**config.mk**
```make
export PLATFORM = sky130hd
export DESIGN_NAME = gpio_edge_event_queue_debounce
export DESIGN_NICKNAME = d
export VERILOG_FILES = /design/src/rtl/gpio_eqd_pkg.sv /design/src/rtl/gpio_eqd_ram.sv /design/src/rtl/gpio_eqd_pin_table.sv /design/src/rtl/gpio_eqd_event_queue.sv /design/src/rtl/gpio_edge_event_queue_debounce.sv
export SDC_FILE = /design/constraint.sdc
export NUM_CORES = 2
export LEC_CHECK = 0
export BUFFER_PORTS_ARGS = -buffer_cell sky130_fd_sc_hd__buf_2
export CAP_MARGIN = 5
export CORE_MARGIN = 8
export CORE_UTILIZATION = 55
export DETAILED_ROUTE_END_ITERATION = 8
export GPL_TIMING_DRIVEN = 0
export HOLD_SLACK_MARGIN = 0.02
export PLACE_DENSITY_LB_ADDON = 0.12
export SLEW_MARGIN = 30
export SYNTH_ARGS = -nofsm -noshare
export SYNTH_HDL_FRONTEND = slang
export SYNTH_HIERARCHICAL = 1
export SYNTH_SLANG_ARGS = --single-unit
```
**constraint.sdc**
```tcl
create_clock -name clock -period 8.8 [get_ports clock]
set_input_delay 0 -clock clock [delete_from_list [all_inputs] [get_ports clock]]
set_output_delay 0 -clock clock [all_outputs]
set_load 0.03 [all_outputs]
```
**src/rtl/gpio_eqd_pkg.sv**
```systemverilog
// Shared types, constants and field layouts for the GPIO edge event queue.
// No dependencies; every other file in rtl/ except gpio_eqd_ram refers to this package by scope.
package gpio_eqd_pkg;

   // Parameter defaults
   localparam int QUEUE_DEPTH_DEF = 32;
   localparam int PIN_COUNT_DEF   = 48;

   // Field widths
   localparam int KIND_W  = 2;
   localparam int PIN_W   = 6;
   localparam int EDGE_W  = 2;
   localparam int DEB_W   = 16;
   localparam int TIME_W  = 32;
   localparam int MS_W    = 23;
   localparam int PEND_W  = 5;
   localparam int DROP_W  = 32;
   localparam int WIN_W   = 26;   // 65535 * 1000 fits in 26 bits

   localparam int REQ_TDATA_W = 56;
   localparam int RSP_TDATA_W = 72;

   // Window scale and divide-by-1000 reciprocal: q = (n * DIV_MAGIC) >> DIV_SHIFT
   localparam int US_PER_MS  = 1000;
   localparam int DIV_MAGIC  = 274877907;
   localparam int DIV_SHIFT  = 38;
   localparam int DIV_PROD_W = 61;

   // Item kinds
   localparam logic [KIND_W-1:0] KIND_EDGE  = 2'd0;
   localparam logic [KIND_W-1:0] KIND_WATCH = 2'd1;
   localparam logic [KIND_W-1:0] KIND_POP   = 2'd2;

   // Edge bit positions
   localparam int EDGE_RISE = 1;

   typedef enum logic {
      ST_IDLE,
      ST_EXEC
   } state_type;

   typedef struct packed {
      logic [EDGE_W-1:0] enable;
      logic [WIN_W-1:0]  window_us;
      logic [TIME_W-1:0] last_us;
   } pin_entry_type;

   localparam int PIN_ENTRY_W = $bits(pin_entry_type);

   typedef struct packed {
      logic [MS_W-1:0]  ms;
      logic             level;
      logic [PIN_W-1:0] pin;
   } event_type;

   localparam int EVENT_W = $bits(event_type);

   typedef struct packed {
      logic push;
      logic pop;
   } queue_ctl_type;

   typedef struct packed {
      logic              empty;
      logic [PEND_W-1:0] pending;
      logic [DROP_W-1:0] dropped;
   } queue_stat_type;

endpackage

```
**src/rtl/gpio_eqd_ram.sv**
```systemverilog
// Generic single-port-write, single-port-read RAM with registered read data.
// No dependencies.
module gpio_eqd_ram #(
   parameter int WIDTH = 8,
   parameter int DEPTH = 2
) (
   input  logic                                        clock,
   input  logic                                        wr_en,
   input  logic [((DEPTH > 1) ? $clog2(DEPTH) : 1)-1:0] wr_addr,
   input  logic [WIDTH-1:0]                            wr_data,
   input  logic                                        rd_en,
   input  logic [((DEPTH > 1) ? $clog2(DEPTH) : 1)-1:0] rd_addr,
   output logic [WIDTH-1:0]                            rd_data
);

   logic [WIDTH-1:0] mem_ff [DEPTH];
   logic [WIDTH-1:0] rd_data_ff;

   always_ff @(posedge clock) begin
      if (wr_en) begin
         mem_ff[wr_addr] <= wr_data;
      end
      if (rd_en) begin
         rd_data_ff <= mem_ff[rd_addr];
      end
   end

   assign rd_data = rd_data_ff;

endmodule

```
**src/rtl/gpio_eqd_pin_table.sv**
```systemverilog
// Per-pin table: enables, debounce window and last accepted time in one RAM.
// Depends on gpio_eqd_pkg and gpio_eqd_ram; valid bits make unwritten rows read zero.
module gpio_eqd_pin_table #(
   parameter int PIN_COUNT = gpio_eqd_pkg::PIN_COUNT_DEF
) (
   input  logic                                              clock,
   input  logic                                              reset,
   input  logic                                              rd_en,
   input  logic [((PIN_COUNT > 1) ? $clog2(PIN_COUNT) : 1)-1:0] rd_addr,
   output gpio_eqd_pkg::pin_entry_type                       rd_entry,
   input  logic                                              wr_en,
   input  logic [((PIN_COUNT > 1) ? $clog2(PIN_COUNT) : 1)-1:0] wr_addr,
   input  gpio_eqd_pkg::pin_entry_type                       wr_entry
);

   localparam int PAW = (PIN_COUNT > 1) ? $clog2(PIN_COUNT) : 1;

   logic [PIN_COUNT-1:0]                  valid_ff;
   logic                                  hit_ff;
   logic                                  hit_in;
   logic [gpio_eqd_pkg::PIN_ENTRY_W-1:0]  ram_q;

   gpio_eqd_ram #(
      .WIDTH (gpio_eqd_pkg::PIN_ENTRY_W),
      .DEPTH (PIN_COUNT)
   ) u_ram (
      .clock   (clock),
      .wr_en   (wr_en),
      .wr_addr (wr_addr),
      .wr_data (wr_entry),
      .rd_en   (rd_en),
      .rd_addr (rd_addr),
      .rd_data (ram_q)
   );

   // Capture the row's valid bit alongside the RAM read
   assign hit_in = ({1'b0, rd_addr} < (PAW + 1)'(PIN_COUNT)) ? valid_ff[rd_addr] : 1'b0;

   always_ff @(posedge clock) begin
      if (reset) begin
         valid_ff <= '0;
         hit_ff   <= 1'b0;
      end else begin
         if (wr_en) begin
            valid_ff[wr_addr] <= 1'b1;
         end
         if (rd_en) begin
            hit_ff <= hit_in;
         end
      end
   end

   assign rd_entry = hit_ff ? gpio_eqd_pkg::pin_entry_type'(ram_q) : '0;

endmodule

```
**src/rtl/gpio_eqd_event_queue.sv**
```systemverilog
// Event queue: circular buffer in a RAM, with pointers, fill count and drop counter.
// Depends on gpio_eqd_pkg and gpio_eqd_ram.
module gpio_eqd_event_queue #(
   parameter int DEPTH = gpio_eqd_pkg::QUEUE_DEPTH_DEF
) (
   input  logic                         clock,
   input  logic                         reset,
   input  logic                         head_rd,
   input  gpio_eqd_pkg::queue_ctl_type  ctl,
   input  gpio_eqd_pkg::event_type      push_data,
   output gpio_eqd_pkg::event_type      head,
   output gpio_eqd_pkg::queue_stat_type stat
);

   localparam int QAW    = $clog2(DEPTH);
   localparam int PEND_W = gpio_eqd_pkg::PEND_W;
   localparam int DROP_W = gpio_eqd_pkg::DROP_W;

   logic [QAW-1:0]                    wr_ptr_ff, wr_ptr_in;
   logic [QAW-1:0]                    rd_ptr_ff, rd_ptr_in;
   logic [DROP_W-1:0]                 drop_ff, drop_in;
   logic [QAW-1:0]                    wr_nxt, rd_nxt;
   logic                              full, empty;
   logic                              do_push, do_drop, do_pop;
   logic [QAW:0]                      count;
   logic [gpio_eqd_pkg::EVENT_W-1:0]  head_bits;

   assign wr_nxt = (wr_ptr_ff == QAW'(DEPTH - 1)) ? '0 : wr_ptr_ff + QAW'(1);
   assign rd_nxt = (rd_ptr_ff == QAW'(DEPTH - 1)) ? '0 : rd_ptr_ff + QAW'(1);

   // One slot stays empty to tell full from empty
   assign full  = (wr_nxt == rd_ptr_ff);
   assign empty = (wr_ptr_ff == rd_ptr_ff);

   assign do_push = ctl.push && !full;
   assign do_drop = ctl.push && full;
   assign do_pop  = ctl.pop && !empty;

   assign wr_ptr_in = do_push ? wr_nxt : wr_ptr_ff;
   assign rd_ptr_in = do_pop ? rd_nxt : rd_ptr_ff;
   assign drop_in   = do_drop ? drop_ff + DROP_W'(1) : drop_ff;

   // Fill level after this update
   assign count = (wr_ptr_in >= rd_ptr_in)
                ? {1'b0, wr_ptr_in} - {1'b0, rd_ptr_in}
                : {1'b0, wr_ptr_in} + (QAW + 1)'(DEPTH) - {1'b0, rd_ptr_in};

   always_ff @(posedge clock) begin
      if (reset) begin
         wr_ptr_ff <= '0;
         rd_ptr_ff <= '0;
         drop_ff   <= '0;
      end else begin
         wr_ptr_ff <= wr_ptr_in;
         rd_ptr_ff <= rd_ptr_in;
         drop_ff   <= drop_in;
      end
   end

   gpio_eqd_ram #(
      .WIDTH (gpio_eqd_pkg::EVENT_W),
      .DEPTH (DEPTH)
   ) u_ram (
      .clock   (clock),
      .wr_en   (do_push),
      .wr_addr (wr_ptr_ff),
      .wr_data (push_data),
      .rd_en   (head_rd),
      .rd_addr (rd_ptr_ff),
      .rd_data (head_bits)
   );

   assign head          = gpio_eqd_pkg::event_type'(head_bits);
   assign stat.empty    = empty;
   assign stat.pending  = PEND_W'(count);
   assign stat.dropped  = drop_in;

endmodule

```
**src/rtl/gpio_edge_event_queue_debounce.sv**
```systemverilog
// Top level: GPIO edge watcher with per-pin debounce and an event queue.
// Depends on gpio_eqd_pkg, gpio_eqd_pin_table and gpio_eqd_event_queue.
//
// Channel  Dir  Handshake           Payload
// req      in   req_tvalid/tready   tuser: kind; tdata: pin, edge_bits, settle_ms, now_us
// rsp      out  rsp_tvalid/tready   tuser: event_valid; tdata: event_pin, event_level,
//                                   event_ms, pending, dropped, bad_pin
//
// Each item is accepted in the idle state, which issues the reads of the pin table
// row and the queue head; the execute state decides, writes both RAMs back and
// loads the result register. One item is in flight at a time; the next one is
// accepted while the previous result still waits in the output register.
// A result still held at the output stalls the execute state until it is taken.
// Reset is synchronous and needs no clearing pass: pin table rows read as zero
// until first written, and queue entries are read only after being written.
module gpio_edge_event_queue_debounce #(
   parameter int QUEUE_DEPTH = gpio_eqd_pkg::QUEUE_DEPTH_DEF,
   parameter int PIN_COUNT   = gpio_eqd_pkg::PIN_COUNT_DEF
) (
   input  logic                                   clock,
   input  logic                                   reset,
   input  logic                                   req_tvalid,
   output logic                                   req_tready,
   // [5:0] pin, [7:6] edge_bits, [23:8] settle_ms, [55:24] now_us
   input  logic [gpio_eqd_pkg::REQ_TDATA_W-1:0]   req_tdata,
   // [1:0] kind
   input  logic [gpio_eqd_pkg::KIND_W-1:0]        req_tuser,
   output logic                                   rsp_tvalid,
   input  logic                                   rsp_tready,
   // [5:0] event_pin, [6] event_level, [29:7] event_ms, [34:30] pending,
   // [66:35] dropped, [67] bad_pin, [71:68] zero
   output logic [gpio_eqd_pkg::RSP_TDATA_W-1:0]   rsp_tdata,
   // [0] event_valid
   output logic                                   rsp_tuser
);

   localparam int PAW        = (PIN_COUNT > 1) ? $clog2(PIN_COUNT) : 1;
   localparam int PIN_W      = gpio_eqd_pkg::PIN_W;
   localparam int EDGE_W     = gpio_eqd_pkg::EDGE_W;
   localparam int DEB_W      = gpio_eqd_pkg::DEB_W;
   localparam int TIME_W     = gpio_eqd_pkg::TIME_W;
   localparam int MS_W       = gpio_eqd_pkg::MS_W;
   localparam int WIN_W      = gpio_eqd_pkg::WIN_W;
   localparam int DIV_PROD_W = gpio_eqd_pkg::DIV_PROD_W;
   localparam int RSP_W      = gpio_eqd_pkg::RSP_TDATA_W;
   localparam int RSP_USED_W = gpio_eqd_pkg::EVENT_W + gpio_eqd_pkg::PEND_W
                             + gpio_eqd_pkg::DROP_W + 1;

   // Item fields, held for the execute cycle
   logic [gpio_eqd_pkg::KIND_W-1:0] kind_ff;
   logic [PIN_W-1:0]                pin_ff;
   logic [EDGE_W-1:0]               edges_ff;
   logic [DEB_W-1:0]                deb_ff;
   logic [TIME_W-1:0]               now_ff;

   gpio_eqd_pkg::state_type         state_ff, state_in;
   logic                            accept;
   logic                            commit;

   logic                            rsp_valid_ff, rsp_valid_in;
   logic [RSP_W-1:0]                rsp_data_ff, rsp_data_in;
   logic                            rsp_user_ff, rsp_user_in;

   gpio_eqd_pkg::pin_entry_type     entry;
   gpio_eqd_pkg::pin_entry_type     entry_wr;
   logic                            entry_we;
   gpio_eqd_pkg::event_type         head;
   gpio_eqd_pkg::event_type         new_event;
   gpio_eqd_pkg::event_type         out_event;
   gpio_eqd_pkg::queue_ctl_type     qctl;
   gpio_eqd_pkg::queue_stat_type    qstat;

   logic                            pin_ok;
   logic                            is_edge, is_watch, is_pop;
   logic [EDGE_W-1:0]               masked;
   logic [TIME_W-1:0]               elapsed;
   logic                            in_window;
   logic                            edge_take;
   logic                            pop_ok;
   logic                            bad_pin;
   logic [WIN_W-1:0]                win_new;
   logic [DIV_PROD_W-1:0]           div_prod;

   assign accept = req_tvalid && req_tready;

   // ---------------------------------------------------------------------------
   // Sequencer: idle (accept, issue reads) then execute (write back, load result)
   // ---------------------------------------------------------------------------
   always_ff @(posedge clock) begin
      if (reset) begin
         state_ff <= gpio_eqd_pkg::ST_IDLE;
      end else begin
         state_ff <= state_in;
      end
   end

   always_comb begin
      state_in   = state_ff;
      req_tready = 1'b0;
      commit     = 1'b0;
      case (state_ff)
         gpio_eqd_pkg::ST_IDLE: begin
            req_tready = 1'b1;
            if (req_tvalid) begin
               state_in = gpio_eqd_pkg::ST_EXEC;
            end
         end
         gpio_eqd_pkg::ST_EXEC: begin
            // Hold until the output register has room
            if (!rsp_valid_ff || rsp_tready) begin
               commit   = 1'b1;
               state_in = gpio_eqd_pkg::ST_IDLE;
            end
         end
         default: begin
            state_in = gpio_eqd_pkg::ST_IDLE;
         end
      endcase
   end

   // Capture the item fields
   always_ff @(posedge clock) begin
      if (accept) begin
         kind_ff  <= req_tuser;
         pin_ff   <= req_tdata[0 +: PIN_W];
         edges_ff <= req_tdata[PIN_W +: EDGE_W];
         deb_ff   <= req_tdata[PIN_W + EDGE_W +: DEB_W];
         now_ff   <= req_tdata[PIN_W + EDGE_W + DEB_W +: TIME_W];
      end
   end

   // ---------------------------------------------------------------------------
   // Pin table: read on accept, write back on commit
   // ---------------------------------------------------------------------------
   gpio_eqd_pin_table #(
      .PIN_COUNT (PIN_COUNT)
   ) u_pin_table (
      .clock    (clock),
      .reset    (reset),
      .rd_en    (accept),
      .rd_addr  (req_tdata[PAW-1:0]),
      .rd_entry (entry),
      .wr_en    (entry_we),
      .wr_addr  (pin_ff[PAW-1:0]),
      .wr_entry (entry_wr)
   );

   // ---------------------------------------------------------------------------
   // Decide
   // ---------------------------------------------------------------------------
   assign pin_ok   = ({1'b0, pin_ff} < (PIN_W + 1)'(PIN_COUNT));
   assign is_edge  = (kind_ff == gpio_eqd_pkg::KIND_EDGE);
   assign is_watch = (kind_ff == gpio_eqd_pkg::KIND_WATCH);
   assign is_pop   = (kind_ff == gpio_eqd_pkg::KIND_POP);
   assign bad_pin  = (is_edge || is_watch) && !pin_ok;

   assign masked    = edges_ff & entry.enable;
   // Elapsed time wraps modulo 2^32
   assign elapsed   = now_ff - entry.last_us;
   assign in_window = (entry.window_us != '0) && (elapsed < TIME_W'(entry.window_us));
   assign edge_take = is_edge && pin_ok && (masked != '0) && !in_window;

   assign pop_ok = is_pop && !qstat.empty;

   // Window in microseconds: 16 x 10 bit multiply
   assign win_new  = WIN_W'(deb_ff) * WIN_W'(gpio_eqd_pkg::US_PER_MS);

   // Milliseconds by reciprocal multiply, exact for every 32-bit time
   assign div_prod = DIV_PROD_W'(now_ff) * DIV_PROD_W'(gpio_eqd_pkg::DIV_MAGIC);

   // Row write-back: accepted edge records its time; watch rewrites enables and window
   always_comb begin
      entry_wr = entry;
      entry_we = 1'b0;
      if (commit && edge_take) begin
         entry_we        = 1'b1;
         entry_wr.last_us = now_ff;
      end else if (commit && is_watch && pin_ok) begin
         entry_we = 1'b1;
         if (edges_ff == '0) begin
            // Watch off: keep the last accepted time
            entry_wr.enable    = '0;
            entry_wr.window_us = '0;
         end else begin
            entry_wr.enable    = edges_ff;
            entry_wr.window_us = win_new;
            entry_wr.last_us   = '0;
         end
      end
   end

   // ---------------------------------------------------------------------------
   // Event queue
   // ---------------------------------------------------------------------------
   assign new_event.pin   = pin_ff;
   assign new_event.level = masked[gpio_eqd_pkg::EDGE_RISE];   // rise wins
   assign new_event.ms    = div_prod[gpio_eqd_pkg::DIV_SHIFT +: MS_W];

   assign qctl.push = commit && edge_take;
   assign qctl.pop  = commit && is_pop;

   gpio_eqd_event_queue #(
      .DEPTH (QUEUE_DEPTH)
   ) u_queue (
      .clock     (clock),
      .reset     (reset),
      .head_rd   (accept),
      .ctl       (qctl),
      .push_data (new_event),
      .head      (head),
      .stat      (qstat)
   );

   // ---------------------------------------------------------------------------
   // Output register
   // ---------------------------------------------------------------------------
   assign out_event   = pop_ok ? head : '0;
   assign rsp_data_in = {(RSP_W - RSP_USED_W)'(0), bad_pin, qstat.dropped,
                         qstat.pending, out_event};
   assign rsp_user_in = pop_ok;

   always_comb begin
      if (commit) begin
         rsp_valid_in = 1'b1;
      end else if (rsp_tready) begin
         rsp_valid_in = 1'b0;
      end else begin
         rsp_valid_in = rsp_valid_ff;
      end
   end

   always_ff @(posedge clock) begin
      if (reset) begin
         rsp_valid_ff <= 1'b0;
      end else begin
         rsp_valid_ff <= rsp_valid_in;
      end
   end

   always_ff @(posedge clock) begin
      if (commit) begin
         rsp_data_ff <= rsp_data_in;
         rsp_user_ff <= rsp_user_in;
      end
   end

   assign rsp_tvalid = rsp_valid_ff;
   assign rsp_tdata  = rsp_data_ff;
   assign rsp_tuser  = rsp_user_ff;

endmodule

```
==> out/results.ini <==
[timing]
worst_pin_slew_ps=1120
period_needed_ps=8760
period_share_pct=99.5
slew_headroom_pct=25.0
fmax_mhz=114
setup-tns-final_ps=0
finClkSkew_ps=96.5
setup_violations=0
maxSlewViolCount=0
hold_slack_ps=144
hold_viol=0

[global_routing]
grt_max_degree=49
antenna_found_initial=38
grt_use_total_pct=28.5
grt-ovfl-total=0
grt_pass1_wl_mm=703
grt_pass1_vias=99526

[hold_path]
hold_class=in2reg
min_path_cells=3

[floorplan]
dieArea_um2=344000
row_count=209
core-area_um2=324000
die_x_um=586
initial_core_util_pct=55.2
die_y_um=586
boundaryPins=137

[place]
place_congestion=0.890
io_buffers=132
dpl-instance-area_um2=195000
hpwlAfterDp_mm=350

[cts]
h-tree-depth=5
cts_tree=done
path_clk_slew_ps=60
cts_buffer_depth=4
cts_inserted_buffers=412
cts_root_buf=clkbuf_16
clkLatencyLatePin_ps=970
clkSinkCount=4150

[synth]
syn-instance-count=9740
ys_seq_area_share_pct=69.1
netlist_area_um2=179000
ys.flop_type=edfxtp_1
ys_top_cells_by_count=edfxtp_1 (4057), mux2i_1 (722), mux4_2 (709)
ys_ff_latch=4150
synth.avg_cell_area_um2=18.4
ys_warn_count=6
yosysTopAreaCell=edfxtp_1
synth_edf_count=4057
yosysMostFrequentCell=edfxtp_1
synth-async-reset-ratio_pct=0
yosysTopAreaCellShare_pct=68.1
synthTopCellsByArea=edfxtp_1 (68%), mux4_2 (8.9%), mux2i_1 (4.0%)
ys_types=100

[status]
status=completed

[drt]
drt-total-wl_mm=495
drcViolationCount=0
first_pass_iters=6
vias=98030
drt_iter0_markers=11689
wire_per_inst_um=31.8
vias_per_cell=6.30
drtAntennaViolNets=0

[critical_path]
r2r_cells=28
cp-end-kind=flip-flop
critPathLaunchType=flip-flop
crit_fanout=14
arrival_ps=9430
critPathKind=reg2reg
slowest_stage=dfxtp_1
cpLargestDelayFamily=compound AO/OA/AOI/OAI gates
cp_data_required_time_ps=9470
slowest_delay_ps=530
crit_cells=28
r2r_slack_ps=40
cp_num_buf_inv=6

[cells_and_area]
multi_input_area_um2=51600
n_fill_cell=21767
post-route-util_pct=64.7
areaGrowthSynthToFinish_pct=17.2
drive_above_1_share_pct=21.3
final_nets=11805
seqCellArea_um2=124000
postLayoutCellArea_um2=210000

[power_and_ir_drop]
leakagePower_nw=72.0
finalPower_mw=70.4
peakVddDrop_v=0.00126
p_per_area_nw_per_um2=335

[job]
drv_cap=0

[cell usage in the layout (no fill, tap or decap), drive strengths merged, types with 173 or more instances in the layout]
cell type / netlist / routed
ha: 505 / 505
a21oi: 290 / 290
buf: 253 / 862
mux4: 711 / 711
edfxtp: 4057 / 4057
nor2: 255 / 255
mux2i: 723 / 723
clkbuf: 178 / 685
clkinv: 0 / 173
fa: 353 / 353
inv: 615 / 633
nand2: 218 / 218
[cell type report]
type                       count  area share (%)
buffer                       429            1.19
antenna                       20          0.0239
clock inverter               239            1.07
timing repair buffer         730            5.29
sequential                  4150            59.0
inverter                     615            1.10
tap                         4325            2.58
clock buffer                 509            5.17
multi-input combinational   4547            24.6
[timing repair]
action / CTS / global route
setup endpoints to repair: 3121 / 1489
resized for setup: 10 / 6
buffers inserted: 29 / 62
hold buffers: 121 / 0
endpoints found under the hold margin: 222 / 0
pin swaps: 26 / 21
[where the power goes]
group          internal, mW  switching (mW)  total, mW
logic                  8.77            16.7       25.5
clock network          9.81            7.36       17.2
registers              27.6           0.110       27.7
total                  46.2            24.2       70.4
[routing by layer]
| layer | share of wire [%] | track usage (%) |
|---|---|---|
| met5 | 0.0052 | 0 |
| met4 | 4.5 | 10.7 |
| met3 | 8.4 | 4.52 |
| met2 | 49 | 47.3 |
| met1 | 38 | 38.4 |
[tightest hold or removal path: stages]
cell and delay (ps):
dlygate4sd3_1 530, buf_2 270, nor2b_1 160
[kinds of logic after synthesis]
kind of cell / share of synthesized area, %
flops: 69.1
mux: 13.3
simple gates: 2.97
compound gates: 3.91
buf+inv: 2.67
fa+ha+maj: 7.48
xor+xnor: 0.517
other cells: 0.00210
[registers in the layout, indices dropped and copies added, names as in the netlist, 6 cells and up]
| signal | cells |
|---|---|
| u_pin_table/u_ram/mem_ff | 2880 |
| u_queue/u_ram/rd_data | 30 |
| u_queue/drop_ff | 32 |
| pin_ff | 6 |
| deb_ff | 16 |
| u_pin_table/u_ram/rd_data | 60 |
| u_queue/u_ram/mem_ff | 960 |
| rsp_tdata | 68 |
| now_ff | 32 |
| u_pin_table/valid_ff | 48 |
[path summary, 6_finish.rpt]
| kind | from | to |
|---|---|---|
| max | u_pin_table/hit_ff$_SDFFE_PP0P_ | u_pin_table/u_ram/mem_ff[9][34]$_DFFE_PP_ |
| min | reset | u_queue/drop_ff[25]$_SDFF_PP0_ |
| max reg2reg | u_pin_table/hit_ff$_SDFFE_PP0P_ | u_pin_table/u_ram/mem_ff[9][34]$_DFFE_PP_ |
| min reg2reg | u_pin_table/valid_ff[44]$_SDFFE_PP0P_ | u_pin_table/valid_ff[44]$_SDFFE_PP0P_ |
[through the flow]
stage               cells  setup slack, ps
detailed placement  14586            -1030
finish              15564             41.2
CTS                 15483             2.20
floorplan            9743              467
global route        15549            -74.2
global placement    14200            -6050
Power figures use the tool's default switching activity.
